File: src/rtl/core/fcrs_pkg.sv
// Shared types, constants and helpers for the filled-circle row span block.
// No dependencies; every other file in rtl/core imports this package.

package fcrs_pkg;

  // Field and register widths
  localparam int ROW_W   = 12;   // row index and span columns
  localparam int DIM_W   = 13;   // image dimensions and centre offsets
  localparam int RADI_W  = 12;   // circle radius
  localparam int INDEX_W = 3;    // configuration register index

  // Largest image dimension honored; larger values saturate to it
  localparam logic [DIM_W-1:0] DIM_MAX = 13'd4096;

  // Internal arithmetic widths, half-pixel units
  localparam int COORD_W    = 16;  // doubled coordinates (x2, y2, dy, band edges)
  localparam int SQ_W       = 28;  // squares of doubled coordinates
  localparam int RAD_W      = 26;  // radicand, bounded by (2r)^2
  localparam int ROOT_STEPS = RAD_W / 2;
  localparam int ROOT_W     = ROOT_STEPS;
  localparam int REM_W      = ROOT_W + 2;
  localparam int POS_W      = 18;  // rounded span ends before clamping

  localparam logic signed [POS_W-1:0] POS_ONE  = 18'sd1;
  localparam logic signed [POS_W-1:0] POS_ZERO = 18'sd0;

  // Queue between front and back
  localparam int QUEUE_DEPTH = 4;
  localparam int QUEUE_AW    = $clog2(QUEUE_DEPTH);

  typedef enum logic [INDEX_W-1:0] {
    CFG_CENTER_X     = 3'd0,
    CFG_CENTER_Y     = 3'd1,
    CFG_RADIUS       = 3'd2,
    CFG_IMAGE_WIDTH  = 3'd3,
    CFG_IMAGE_HEIGHT = 3'd4
  } cfg_index_t;

  typedef struct packed {
    logic signed [DIM_W-1:0] center_x;
    logic signed [DIM_W-1:0] center_y;
    logic [RADI_W-1:0]       radius;
    logic [DIM_W-1:0]        width;
    logic [DIM_W-1:0]        height;
  } cfg_t;

  // One classified request as handed from front to back
  typedef struct packed {
    logic                      ok;        // in band with non-negative radicand
    logic [RAD_W-1:0]          rad;
    logic signed [COORD_W-1:0] x2;        // doubled centre column
    logic                      nonneg_p;  // x2 + sqrt(rad) >= 0
    logic                      nonneg_m;  // x2 - sqrt(rad) >= 0
  } queue_entry_t;

  // One stage of the square-root pipe
  typedef struct packed {
    logic                      ok;
    logic signed [COORD_W-1:0] x2;
    logic                      nonneg_p;
    logic                      nonneg_m;
    logic [RAD_W-1:0]          rad;   // radicand digits still to consume
    logic [ROOT_W-1:0]         q;     // partial root
    logic [REM_W-1:0]          rem;   // partial remainder
  } root_t;

  function automatic logic [DIM_W-1:0] sat_dim(input logic [DIM_W-1:0] v);
    return (v > DIM_MAX) ? DIM_MAX : v;
  endfunction

  // One digit-pair step of the restoring square root
  function automatic root_t root_step(input root_t s);
    root_t             n;
    logic [REM_W-1:0]  cur;
    logic [REM_W-1:0]  trial;
    n     = s;
    cur   = {s.rem[REM_W-3:0], s.rad[RAD_W-1 -: 2]};
    trial = {s.q, 2'b01};
    n.rad = {s.rad[RAD_W-3:0], 2'b00};
    if (cur >= trial) begin
      n.rem = cur - trial;
      n.q   = {s.q[ROOT_W-2:0], 1'b1};
    end else begin
      n.rem = cur;
      n.q   = {s.q[ROOT_W-2:0], 1'b0};
    end
    return n;
  endfunction

endpackage

File: src/rtl/core/fcrs_front.sv
// Front of the row span block: accepts row requests, tests the row band and
// forms the radicand and sign flags in three stages. Depends on fcrs_pkg.

module fcrs_front (
  input  logic                           clk,
  input  logic                           rst,
  input  fcrs_pkg::cfg_t                 cfg,
  input  logic                           in_valid,
  output logic                           in_stall,
  input  logic [fcrs_pkg::ROW_W-1:0]     row_index,
  output logic                           push,
  output fcrs_pkg::queue_entry_t         push_data,
  input  logic                           queue_full
);
  import fcrs_pkg::*;

  logic                      en;
  logic [DIM_W-1:0]          w_s;
  logic [DIM_W-1:0]          h_s;
  logic signed [COORD_W-1:0] x2;
  logic signed [COORD_W-1:0] y2;
  logic signed [COORD_W-1:0] r2;
  logic signed [COORD_W-1:0] dy;

  logic                      s1_valid;
  logic [ROW_W-1:0]          s1_y;
  logic signed [COORD_W-1:0] s1_dy;
  logic signed [COORD_W-1:0] s1_lo2;
  logic signed [COORD_W-1:0] s1_hi2;
  logic signed [COORD_W-1:0] s1_x2;

  logic signed [COORD_W-1:0]   top;
  logic signed [COORD_W-1:0]   hi_round;
  logic signed [COORD_W-1:0]   bot;
  logic signed [COORD_W-1:0]   h2;
  logic signed [COORD_W-1:0]   hm1;
  logic signed [COORD_W-1:0]   y_s;
  logic signed [2*COORD_W-1:0] dy_sq_full;
  logic signed [2*COORD_W-1:0] a_sq_full;
  logic [RAD_W-1:0]            rr4;

  logic                      s2_valid;
  logic                      s2_inband;
  logic [SQ_W-1:0]           s2_dy_sq;
  logic [SQ_W-1:0]           s2_a_sq;
  logic [RAD_W-1:0]          s2_rr4;
  logic signed [COORD_W-1:0] s2_x2;

  logic signed [SQ_W:0]      rad_s;
  logic                      rad_ge;
  logic                      rad_le;

  logic                      s3_valid;
  queue_entry_t              s3_entry;

  // Hold the whole front while the last stage cannot enter the queue
  assign en       = !(s3_valid && queue_full);
  assign in_stall = !en;
  assign push     = s3_valid && en;
  assign push_data = s3_entry;

  // Stage 1: doubled centre, band edges and row distance
  always_comb begin
    w_s = sat_dim(cfg.width);
    h_s = sat_dim(cfg.height);
    x2  = (COORD_W'(cfg.center_x) <<< 1) + $signed(COORD_W'(w_s));
    y2  = (COORD_W'(cfg.center_y) <<< 1) + $signed(COORD_W'(h_s));
    r2  = $signed(COORD_W'({cfg.radius, 1'b0}));
    dy  = $signed(COORD_W'({row_index, 1'b0})) - y2;
  end

  // Stage 2: band test and squares
  always_comb begin
    h2  = $signed(COORD_W'({h_s, 1'b0}));
    hm1 = $signed(COORD_W'(h_s)) - 16'sd1;
    y_s = $signed(COORD_W'(s1_y));
    top = (s1_lo2 > 16'sd0) ? ((s1_lo2 + 16'sd1) >>> 1) : 16'sd0;
    if (s1_hi2 >= 16'sd0) begin
      hi_round = (s1_hi2 + 16'sd1) >>> 1;
    end else begin
      hi_round = -((16'sd1 - s1_hi2) >>> 1);
    end
    bot = ((s1_hi2 < h2) && (hi_round < hm1)) ? hi_round : hm1;
    dy_sq_full = s1_dy * s1_dy;
    a_sq_full  = s1_x2 * s1_x2;
    rr4 = RAD_W'({cfg.radius, 1'b0}) * RAD_W'({cfg.radius, 1'b0});
  end

  // Stage 3: radicand and the sign of each span end
  always_comb begin
    rad_s  = $signed({1'b0, SQ_W'(s2_rr4)}) - $signed({1'b0, s2_dy_sq});
    rad_ge = !rad_s[SQ_W] && (rad_s[SQ_W-1:0] >= s2_a_sq);
    rad_le = rad_s[SQ_W] || (s2_a_sq >= rad_s[SQ_W-1:0]);
  end

  always_ff @(posedge clk) begin
    if (rst) begin
      s1_valid <= 1'b0;
      s2_valid <= 1'b0;
      s3_valid <= 1'b0;
    end else if (en) begin
      s1_valid <= in_valid;
      s2_valid <= s1_valid;
      s3_valid <= s2_valid;
    end
  end

  always_ff @(posedge clk) begin
    if (en) begin
      s1_y   <= row_index;
      s1_dy  <= dy;
      s1_lo2 <= y2 - r2;
      s1_hi2 <= y2 + r2;
      s1_x2  <= x2;

      s2_inband <= (y_s >= top) && (y_s <= bot);
      s2_dy_sq  <= dy_sq_full[SQ_W-1:0];
      s2_a_sq   <= a_sq_full[SQ_W-1:0];
      s2_rr4    <= rr4;
      s2_x2     <= s1_x2;

      s3_entry.ok       <= s2_inband && !rad_s[SQ_W];
      s3_entry.rad      <= rad_s[RAD_W-1:0];
      s3_entry.x2       <= s2_x2;
      s3_entry.nonneg_p <= !s2_x2[COORD_W-1] || rad_ge;
      s3_entry.nonneg_m <= !s2_x2[COORD_W-1] && rad_le;
    end
  end

endmodule

File: src/rtl/core/fcrs_queue.sv
// Short request queue between the front and the back of the row span block.
// Depends on fcrs_pkg for the entry type and depth.

module fcrs_queue (
  input  logic                   clk,
  input  logic                   rst,
  input  logic                   push,
  input  fcrs_pkg::queue_entry_t push_data,
  output logic                   full,
  input  logic                   pop,
  output fcrs_pkg::queue_entry_t pop_data,
  output logic                   empty
);
  import fcrs_pkg::*;

  queue_entry_t        slots [QUEUE_DEPTH];
  logic [QUEUE_AW-1:0] wr_ptr;
  logic [QUEUE_AW-1:0] rd_ptr;
  logic [QUEUE_AW:0]   count;

  assign full     = (count == (QUEUE_AW + 1)'(QUEUE_DEPTH));
  assign empty    = (count == '0);
  assign pop_data = slots[rd_ptr];

  always_ff @(posedge clk) begin
    if (rst) begin
      wr_ptr <= '0;
      rd_ptr <= '0;
      count  <= '0;
    end else begin
      if (push) begin
        wr_ptr <= wr_ptr + 1'b1;
      end
      if (pop) begin
        rd_ptr <= rd_ptr + 1'b1;
      end
      if (push && !pop) begin
        count <= count + 1'b1;
      end else if (pop && !push) begin
        count <= count - 1'b1;
      end
    end
  end

  always_ff @(posedge clk) begin
    if (push) begin
      slots[wr_ptr] <= push_data;
    end
  end

endmodule

File: src/rtl/core/fcrs_back.sv
// Back of the row span block: pipelined square root, exact rounding of both
// span ends, clipping and the output register. Depends on fcrs_pkg.

module fcrs_back (
  input  logic                          clk,
  input  logic                          rst,
  input  logic [fcrs_pkg::DIM_W-1:0]    image_width,
  input  fcrs_pkg::queue_entry_t        pop_data,
  input  logic                          empty,
  output logic                          pop,
  output logic                          out_valid,
  input  logic                          out_stall,
  output logic                          row_hit,
  output logic [fcrs_pkg::ROW_W-1:0]    span_first,
  output logic [fcrs_pkg::ROW_W-1:0]    span_last
);
  import fcrs_pkg::*;

  logic                    en;
  root_t                   seed;
  root_t                   pipe [ROOT_STEPS];
  logic [ROOT_STEPS-1:0]   pipe_valid;
  root_t                   fin;

  logic signed [POS_W-1:0] a;
  logic signed [POS_W-1:0] qs;
  logic signed [POS_W-1:0] inx;
  logic signed [POS_W-1:0] first_v;
  logic signed [POS_W-1:0] last_v;

  logic                    rnd_valid;
  logic                    rnd_ok;
  logic signed [POS_W-1:0] rnd_first;
  logic signed [POS_W-1:0] rnd_last;

  logic [DIM_W-1:0]        w_s;
  logic signed [POS_W-1:0] wm1;
  logic signed [POS_W-1:0] first_c;
  logic signed [POS_W-1:0] last_c;
  logic                    hit;

  // Advance the whole back pipe unless a finished result is held
  assign en  = !out_valid || !out_stall;
  assign pop = en && !empty;

  always_comb begin
    seed          = '0;
    seed.ok       = pop_data.ok;
    seed.x2       = pop_data.x2;
    seed.nonneg_p = pop_data.nonneg_p;
    seed.nonneg_m = pop_data.nonneg_m;
    seed.rad      = pop_data.rad;
  end

  // Round (x2 +/- sqrt(rad)) / 2 with ties away from zero
  always_comb begin
    fin = pipe[ROOT_STEPS-1];
    a   = POS_W'(fin.x2);
    qs  = $signed(POS_W'(fin.q));
    inx = $signed(POS_W'(fin.rem != '0));
    if (fin.nonneg_p) begin
      last_v = (a + POS_ONE + qs) >>> 1;
    end else begin
      last_v = -((POS_ONE - a - qs - inx) >>> 1);
    end
    if (fin.nonneg_m) begin
      first_v = (a + POS_ONE - qs - inx) >>> 1;
    end else begin
      first_v = -((POS_ONE - a + qs) >>> 1);
    end
  end

  // Clip to the image columns
  always_comb begin
    w_s     = sat_dim(image_width);
    wm1     = $signed(POS_W'(w_s)) - POS_ONE;
    first_c = (rnd_first < POS_ZERO) ? POS_ZERO : rnd_first;
    last_c  = (rnd_last > wm1) ? wm1 : rnd_last;
    hit     = rnd_ok && (first_c <= last_c);
  end

  always_ff @(posedge clk) begin
    if (rst) begin
      pipe_valid <= '0;
      rnd_valid  <= 1'b0;
      out_valid  <= 1'b0;
    end else if (en) begin
      pipe_valid <= {pipe_valid[ROOT_STEPS-2:0], !empty};
      rnd_valid  <= pipe_valid[ROOT_STEPS-1];
      out_valid  <= rnd_valid;
    end
  end

  always_ff @(posedge clk) begin
    if (en) begin
      pipe[0] <= root_step(seed);
      for (int i = 1; i < ROOT_STEPS; i++) begin
        pipe[i] <= root_step(pipe[i-1]);
      end
      rnd_ok     <= fin.ok;
      rnd_first  <= first_v;
      rnd_last   <= last_v;
      row_hit    <= hit;
      span_first <= hit ? first_c[ROW_W-1:0] : '0;
      span_last  <= hit ? last_c[ROW_W-1:0] : '0;
    end
  end

endmodule

File: src/rtl/core/filled_circle_row_span.sv
// Top level of the filled-circle row span block: configuration registers,
// front, request queue and back. Depends on fcrs_pkg, fcrs_front,
// fcrs_queue and fcrs_back.
//
// Usage:
//   Set the circle centre (offsets from the image centre), radius and image
//   size through the write port (wr_en, wr_index, wr_data) while no request
//   is in flight. Each request on the input channel (in_valid, in_stall,
//   row_index) yields exactly one result on the output channel (out_valid,
//   out_stall, row_hit, span_first, span_last): the clipped pixel span of the
//   circle on that row, or row_hit low with zero columns.
//   From acceptance to out_valid a request passes three front stages, the
//   queue slot, thirteen square-root stages (one radicand digit pair each),
//   a rounding stage and the output register.
//   Throughput is one request per cycle when nothing stalls; the square-root
//   pipe and the multipliers in the front are each used once per request.
//   While out_stall is high with a result held, the back holds and the
//   four-entry queue absorbs the front; in_stall rises only when the queue is
//   full and the front's last stage holds a request.
//   Reset empties the pipes and queue and restores the register defaults:
//   offsets 0, radius 0, width 640, height 480.

module filled_circle_row_span (
  input  logic                          clk,
  input  logic                          rst,
  input  logic                          wr_en,
  input  logic [fcrs_pkg::INDEX_W-1:0]  wr_index,
  input  logic [fcrs_pkg::DIM_W-1:0]    wr_data,
  input  logic                          in_valid,
  output logic                          in_stall,
  input  logic [fcrs_pkg::ROW_W-1:0]    row_index,
  output logic                          out_valid,
  input  logic                          out_stall,
  output logic                          row_hit,
  output logic [fcrs_pkg::ROW_W-1:0]    span_first,
  output logic [fcrs_pkg::ROW_W-1:0]    span_last
);
  import fcrs_pkg::*;

  cfg_t         cfg;
  logic         push;
  queue_entry_t push_data;
  logic         queue_full;
  logic         pop;
  queue_entry_t pop_data;
  logic         queue_empty;

  always_ff @(posedge clk) begin
    if (rst) begin
      cfg.center_x <= '0;
      cfg.center_y <= '0;
      cfg.radius   <= '0;
      cfg.width    <= 13'd640;
      cfg.height   <= 13'd480;
    end else if (wr_en) begin
      case (cfg_index_t'(wr_index))
        CFG_CENTER_X:     cfg.center_x <= $signed(wr_data);
        CFG_CENTER_Y:     cfg.center_y <= $signed(wr_data);
        CFG_RADIUS:       cfg.radius   <= wr_data[RADI_W-1:0];
        CFG_IMAGE_WIDTH:  cfg.width    <= wr_data;
        CFG_IMAGE_HEIGHT: cfg.height   <= wr_data;
        default: ;
      endcase
    end
  end

  fcrs_front u_front (
    .clk        (clk),
    .rst        (rst),
    .cfg        (cfg),
    .in_valid   (in_valid),
    .in_stall   (in_stall),
    .row_index  (row_index),
    .push       (push),
    .push_data  (push_data),
    .queue_full (queue_full)
  );

  fcrs_queue u_queue (
    .clk       (clk),
    .rst       (rst),
    .push      (push),
    .push_data (push_data),
    .full      (queue_full),
    .pop       (pop),
    .pop_data  (pop_data),
    .empty     (queue_empty)
  );

  fcrs_back u_back (
    .clk         (clk),
    .rst         (rst),
    .image_width (cfg.width),
    .pop_data    (pop_data),
    .empty       (queue_empty),
    .pop         (pop),
    .out_valid   (out_valid),
    .out_stall   (out_stall),
    .row_hit     (row_hit),
    .span_first  (span_first),
    .span_last   (span_last)
  );

endmodule

File: config.mk
export PLATFORM = sky130hd
export DESIGN_NAME = filled_circle_row_span
export DESIGN_NICKNAME = d
export VERILOG_FILES = /design/src/rtl/core/fcrs_pkg.sv /design/src/rtl/core/fcrs_front.sv /design/src/rtl/core/fcrs_queue.sv /design/src/rtl/core/fcrs_back.sv /design/src/rtl/core/filled_circle_row_span.sv
export SDC_FILE = /design/constraint.sdc
export NUM_CORES = 2
export LEC_CHECK = 0
export BUFFER_PORTS_ARGS = -buffer_cell sky130_fd_sc_hd__buf_4
export CORE_ASPECT_RATIO = 0.5
export CORE_MARGIN = 2
export CORE_UTILIZATION = 50
export CTS_CLUSTER_SIZE = 24
export DETAILED_ROUTE_END_ITERATION = 12
export HOLD_SLACK_MARGIN = 0.05
export PLACE_DENSITY = 0.71
export SYNTH_ARGS = -nofsm -noshare
export SYNTH_HDL_FRONTEND = slang
export SYNTH_SLANG_ARGS = --single-unit
File: constraint.sdc
create_clock -name clk -period 38.7 [get_ports clk]
set_input_delay 11.61 -clock clk [delete_from_list [all_inputs] [get_ports clk]]
set_output_delay 11.61 -clock clk [all_outputs]
set_load 0.02 [all_outputs]
# After elaboration in Yosys (flattened, before gate mapping)
# Memory sizes are Yosys's and may differ from the RTL's. A register that Yosys moved wholly into a read port is not among the register bits.
# Index checks and enable logic that the tools add are counted.
# word_totals
reg_bits,366
output_inout_bits,27
n_memories,2
wordCells,184
ram_bits,1103
# mem_list
name,depth,width,rd,rd_clocked_by_memory_dff,write_ports,line_no,rtl
u_back.pipe,13,71,13,0,13,fcrs_back.sv:21,root_t pipe [ROOT_STEPS];
u_queue.slots,4,45,1,1,1,fcrs_queue.sv:16,queue_entry_t slots [QUEUE_DEPTH];
# classes
n_eq_ne,5
mul,3
reduce_logical,31
add_sub_neg,39
magnitude_cmp,26
muxes,43
# ops
op,count
28-bit two-way mux,13
16-bit two-way mux,16
15-bit greater-or-equal comparator,12
15-bit subtractor,12
18-bit two-way mux,4
28-bit greater-or-equal comparator,2
17-bit negation with 18-bit output,2
18-bit by 2-bit subtractor with 18-bit output,2
16-bit by 2-bit adder with 16-bit output (second input constant),2
14-bit by 14-bit adder with 15-bit output,2
26-bit by 28-bit subtractor with 29-bit output,1
15-bit by 15-bit multiplier with 28-bit output,1
16-bit by 16-bit multiplier with 28-bit output,1
13-bit by 1-bit subtractor with 14-bit output (second input constant),2
13-bit > comparator (second input constant),2
13-bit two-way mux,2
12-bit by 12-bit multiplier with 24-bit output,1
17-bit by 14-bit adder with 18-bit output,1
18-bit by 14-bit adder with 18-bit output,1
18-bit > comparator,1
18-bit <= comparator,1
18-bit by 1-bit less-than comparator with 1-bit output (second input constant),1
17-bit by 14-bit subtractor with 18-bit output,1
18-bit by 14-bit subtractor with 18-bit output,1
31 further kinds,63

# Longest topological paths before layout
# logic_depth
word_depth,8
mapped_depth,31
ltp_nobuf,29

# Modules after synthesis
# From an unflattened synthesis, not the netlist that was laid out.
# hier_totals
cells_unflattened,6459
hier_area_um2,76288.2
# modules_own_cells
mod,cells_per_inst,area_per_inst_um2,instances
fcrs_back,2696,34710.8,1
fcrs_front,3251,32024.5,1
fcrs_queue,279,6982.9,1
filled_circle_row_span,233,2570.0,1

# Worst setup path after synthesis
# OpenSTA, ideal clock, no wires.
# synth_timing
path_kind,input-to-reg
start,in out_stall
end,mem u_back.pipe[0][0] (netlist name) (enable)
arrival_ns,30.670
path_slack_ns,6.710
setup_time_ns,1.320
cell_stages,4
cell_sequence,and2_1 -> clkbuf_1 -> inv_1 -> buf_1
# synth_lines
item,line_no,rtl
"start, declared",filled_circle_row_span.sv:33,"input logic out_stall,"
"end, declared",fcrs_back.sv:21,

==> impl_metrics.json <==
{
  "status": "finished clean",
  "post_cts_buffers": 0,
  "nets": 7689,
  "fmax_mhz": 66.35,
  "grt_pass1_wl_mm": 249.1,
  "initial_utilization_pct": 50.35,
  "syn_to_final_growth_pct": 8.389,
  "drc_errors": 0,
  "fillCellCount": 12320,
  "fp.dieH_um": 277.7,
  "start_kind": "input port",
  "period_share_pct": 38.95,
  "crit_type": "input port to register",
  "slew_headroom_pct": 17.87,
  "insertion_delay_ns": 0.75,
  "synth_edf_count": 1068,
  "cts_root_buf": "clkbuf_16",
  "multi_input_area_mm2": 0.03681,
  "grt-ovfl-total": 0,
  "dpl.hpwl_mm": 112.7,
  "seq_area_mm2": 0.03390,
  "hold_path.class": "register to register",
  "io_pins": 60,
  "setup-violations-final": 0,
  "ant_nets": 0,
  "netlist_area_mm2": 0.07491,
  "worstSetupEndpointType": "register",
  "cp.required_ns": 39.05,
  "grt_use_total_pct": 20.55,
  "first_pass_iters": 6,
  "rsz0062_at_grt": "false",
  "die_area_mm2": 0.1531,
  "wl_per_cell_um": 17.73,
  "hold_viol_final": 0,
  "hold_buffers": 0,
  "synth_ff_type": "edfxtp_1",
  "dr_total_vias": 46450,
  "cts_tree": "done",
  "drt_iter0_drc": 3435,
  "cts_resized": 0,
  "final_common_cell": "edfxtp_1",
  "viasPerCell": 5.376,
  "tns_ns": 0,
  "clk_pin_slew_worst_paths_ns": 0.07,
  "synth_nets": 7629,
  "cts_htree_levels": 3,
  "yosysTopAreaCellShare_pct": 42.81,
  "numCtsBuffers": 103,
  "drive_gt1_share_pct": 6.570,
  "ys_warn_count": 0,
  "antenna_found_initial": 5,
  "fp.coreArea_mm2": 0.1488,
  "post-route-min-period_ns": 15.07,
  "port_buffers": 59,
  "slew_viol_final": 0,
  "yosysSeqAreaShare_pct": 45.25,
  "cap_violations": 0,
  "syn_area_per_cell_um2": 11.51,
  "synth_largest_area_cell": "edfxtp_1",
  "critPathMaxFanout": 184,
  "arrival_ns": 15.42,
  "grt_pass1_vias": 46900,
  "synth_seq_cells": 1159,
  "tightestPinTransition_ns": 1.232,
  "synth-async-reset-ratio_pct": 0,
  "die_x_um": 551.4,
  "synth_area_leaders": "edfxtp_1 43%, fa_1 13%, ha_1 10%, inv_1 4.8%, xnor2_1 3.3%",
  "grt_max_degree": 185,
  "skew_ns": 0.06608,
  "gp_congestion": 0.8965,
  "syn_inst": 6507,
  "finalWirelength_mm": 153.2,
  "layout_common_cells": "1068 x edfxtp_1, 962 x inv_1, 602 x ha_1",
  "clockBufferDepth": 3,
  "synth_cell_types": 96,
  "rows": 100,
  "cts_sinks": 1159
}
[worst paths after layout]
check | startpoint | to | slack, ns | cells after the start
setup / recovery | out_stall | u_back.pipe[2][154] | 23.63 | 6
hold / removal | u_back.pipe[2][197] | u_back.pipe[2][268] | 0.41 | 0
setup reg to reg | cfg[16] | u_back.span_last[8] | 30.35 | 24
hold reg to reg | u_back.pipe[2][197] | u_back.pipe[2][268] | 0.41 | 0
[state kept, by name (all words and copies together), names as in the netlist, 16 cells and up, named ones only]
| register | cells |
|---|---|
| u_queue.slots | 172 |
| u_back.pipe | 627 |
| cfg | 64 |
| u_front.s1_hi2 | 16 |
| u_back.rnd_first | 18 |
| u_back.rnd_last | 18 |
| u_front.push_data | 43 |
| u_front.s2_rr4 | 23 |
| u_front.s2_a_sq | 26 |
| u_front.s2_dy_sq | 27 |
[cell families (layout without fill, tap and decap cells)]
logic type / after synthesis / after routing / synth area share, %
and+or+nand+nor: 1638 / 1638 / 10.69
DFF: 1159 / 1159 / 45.25
buffers and inverters: 1121 / 1265 / 5.673
adders and majority gates: 1090 / 1090 / 23.08
AOI/OAI and AO/OA: 970 / 970 / 8.125
xor gates and xnor gates: 415 / 415 / 4.852
muxes: 113 / 113 / 2.323
other: 1 / 2 / 0.005006
[cells in the mapped netlist, types with 90 or more instances]
cell,instances
nor3_1,124
clkbuf_1,132
and2_1,115
ha_1,602
nor2b_1,90
nand2_1,543
dfxtp_1,91
a21o_1,95
fa_1,487
inv_1,963
xnor2_1,285
xor2_1,130
edfxtp_1,1068
nor2_1,348
o21ai_0,195
a21oi_1,335
[stage by stage]
step	setup slack, ns	utilization [%]	area [µm²]	cells	hold WS (ns)
after detailed placement	22.84	52.19	77650	8451	0.4045
after global routing	23.30	54.57	81190	8640	0.4186
final	23.63	54.57	81190	8641	0.4071
after floorplan	6.710	-	74910	6507	0.4003
after global placement	22.84	52.19	77650	8451	0.4003
after CTS	23.64	54.57	81190	8640	0.4070
[critical path, cell delays in order]
cell and delay [ns]:
buf_4 0.10, and2_1 0.34, inv_8 0.55, buf_4 0.89
buf_4 0.89, buf_12 0.74
[layout make-up]
cell class	instances	area share, %
Clock inverter	66	0.9647
Tap cell	1989	3.065
Inverter	973	4.517
Timing Repair Buffer	103	0.9678
Sequential cell	1159	41.75
Antenna cell	1	0.003082
Clock buffer	123	3.395
Multi-Input combinational cell	4227	45.34
[routing by layer]
layer	vias to the layer above	GRT usage, %	part of all wire [%]
li1	22460	-	-
met1	22670	28.27	45
met2	1065	33.95	47
met3	264	3.121	5.2
met4	0	5.661	2.9
met5	-	0	0
Power is left out: the tool's default activity adds up to more than one toggle a clock period on the data nets, which glitch-free logic cannot reach.
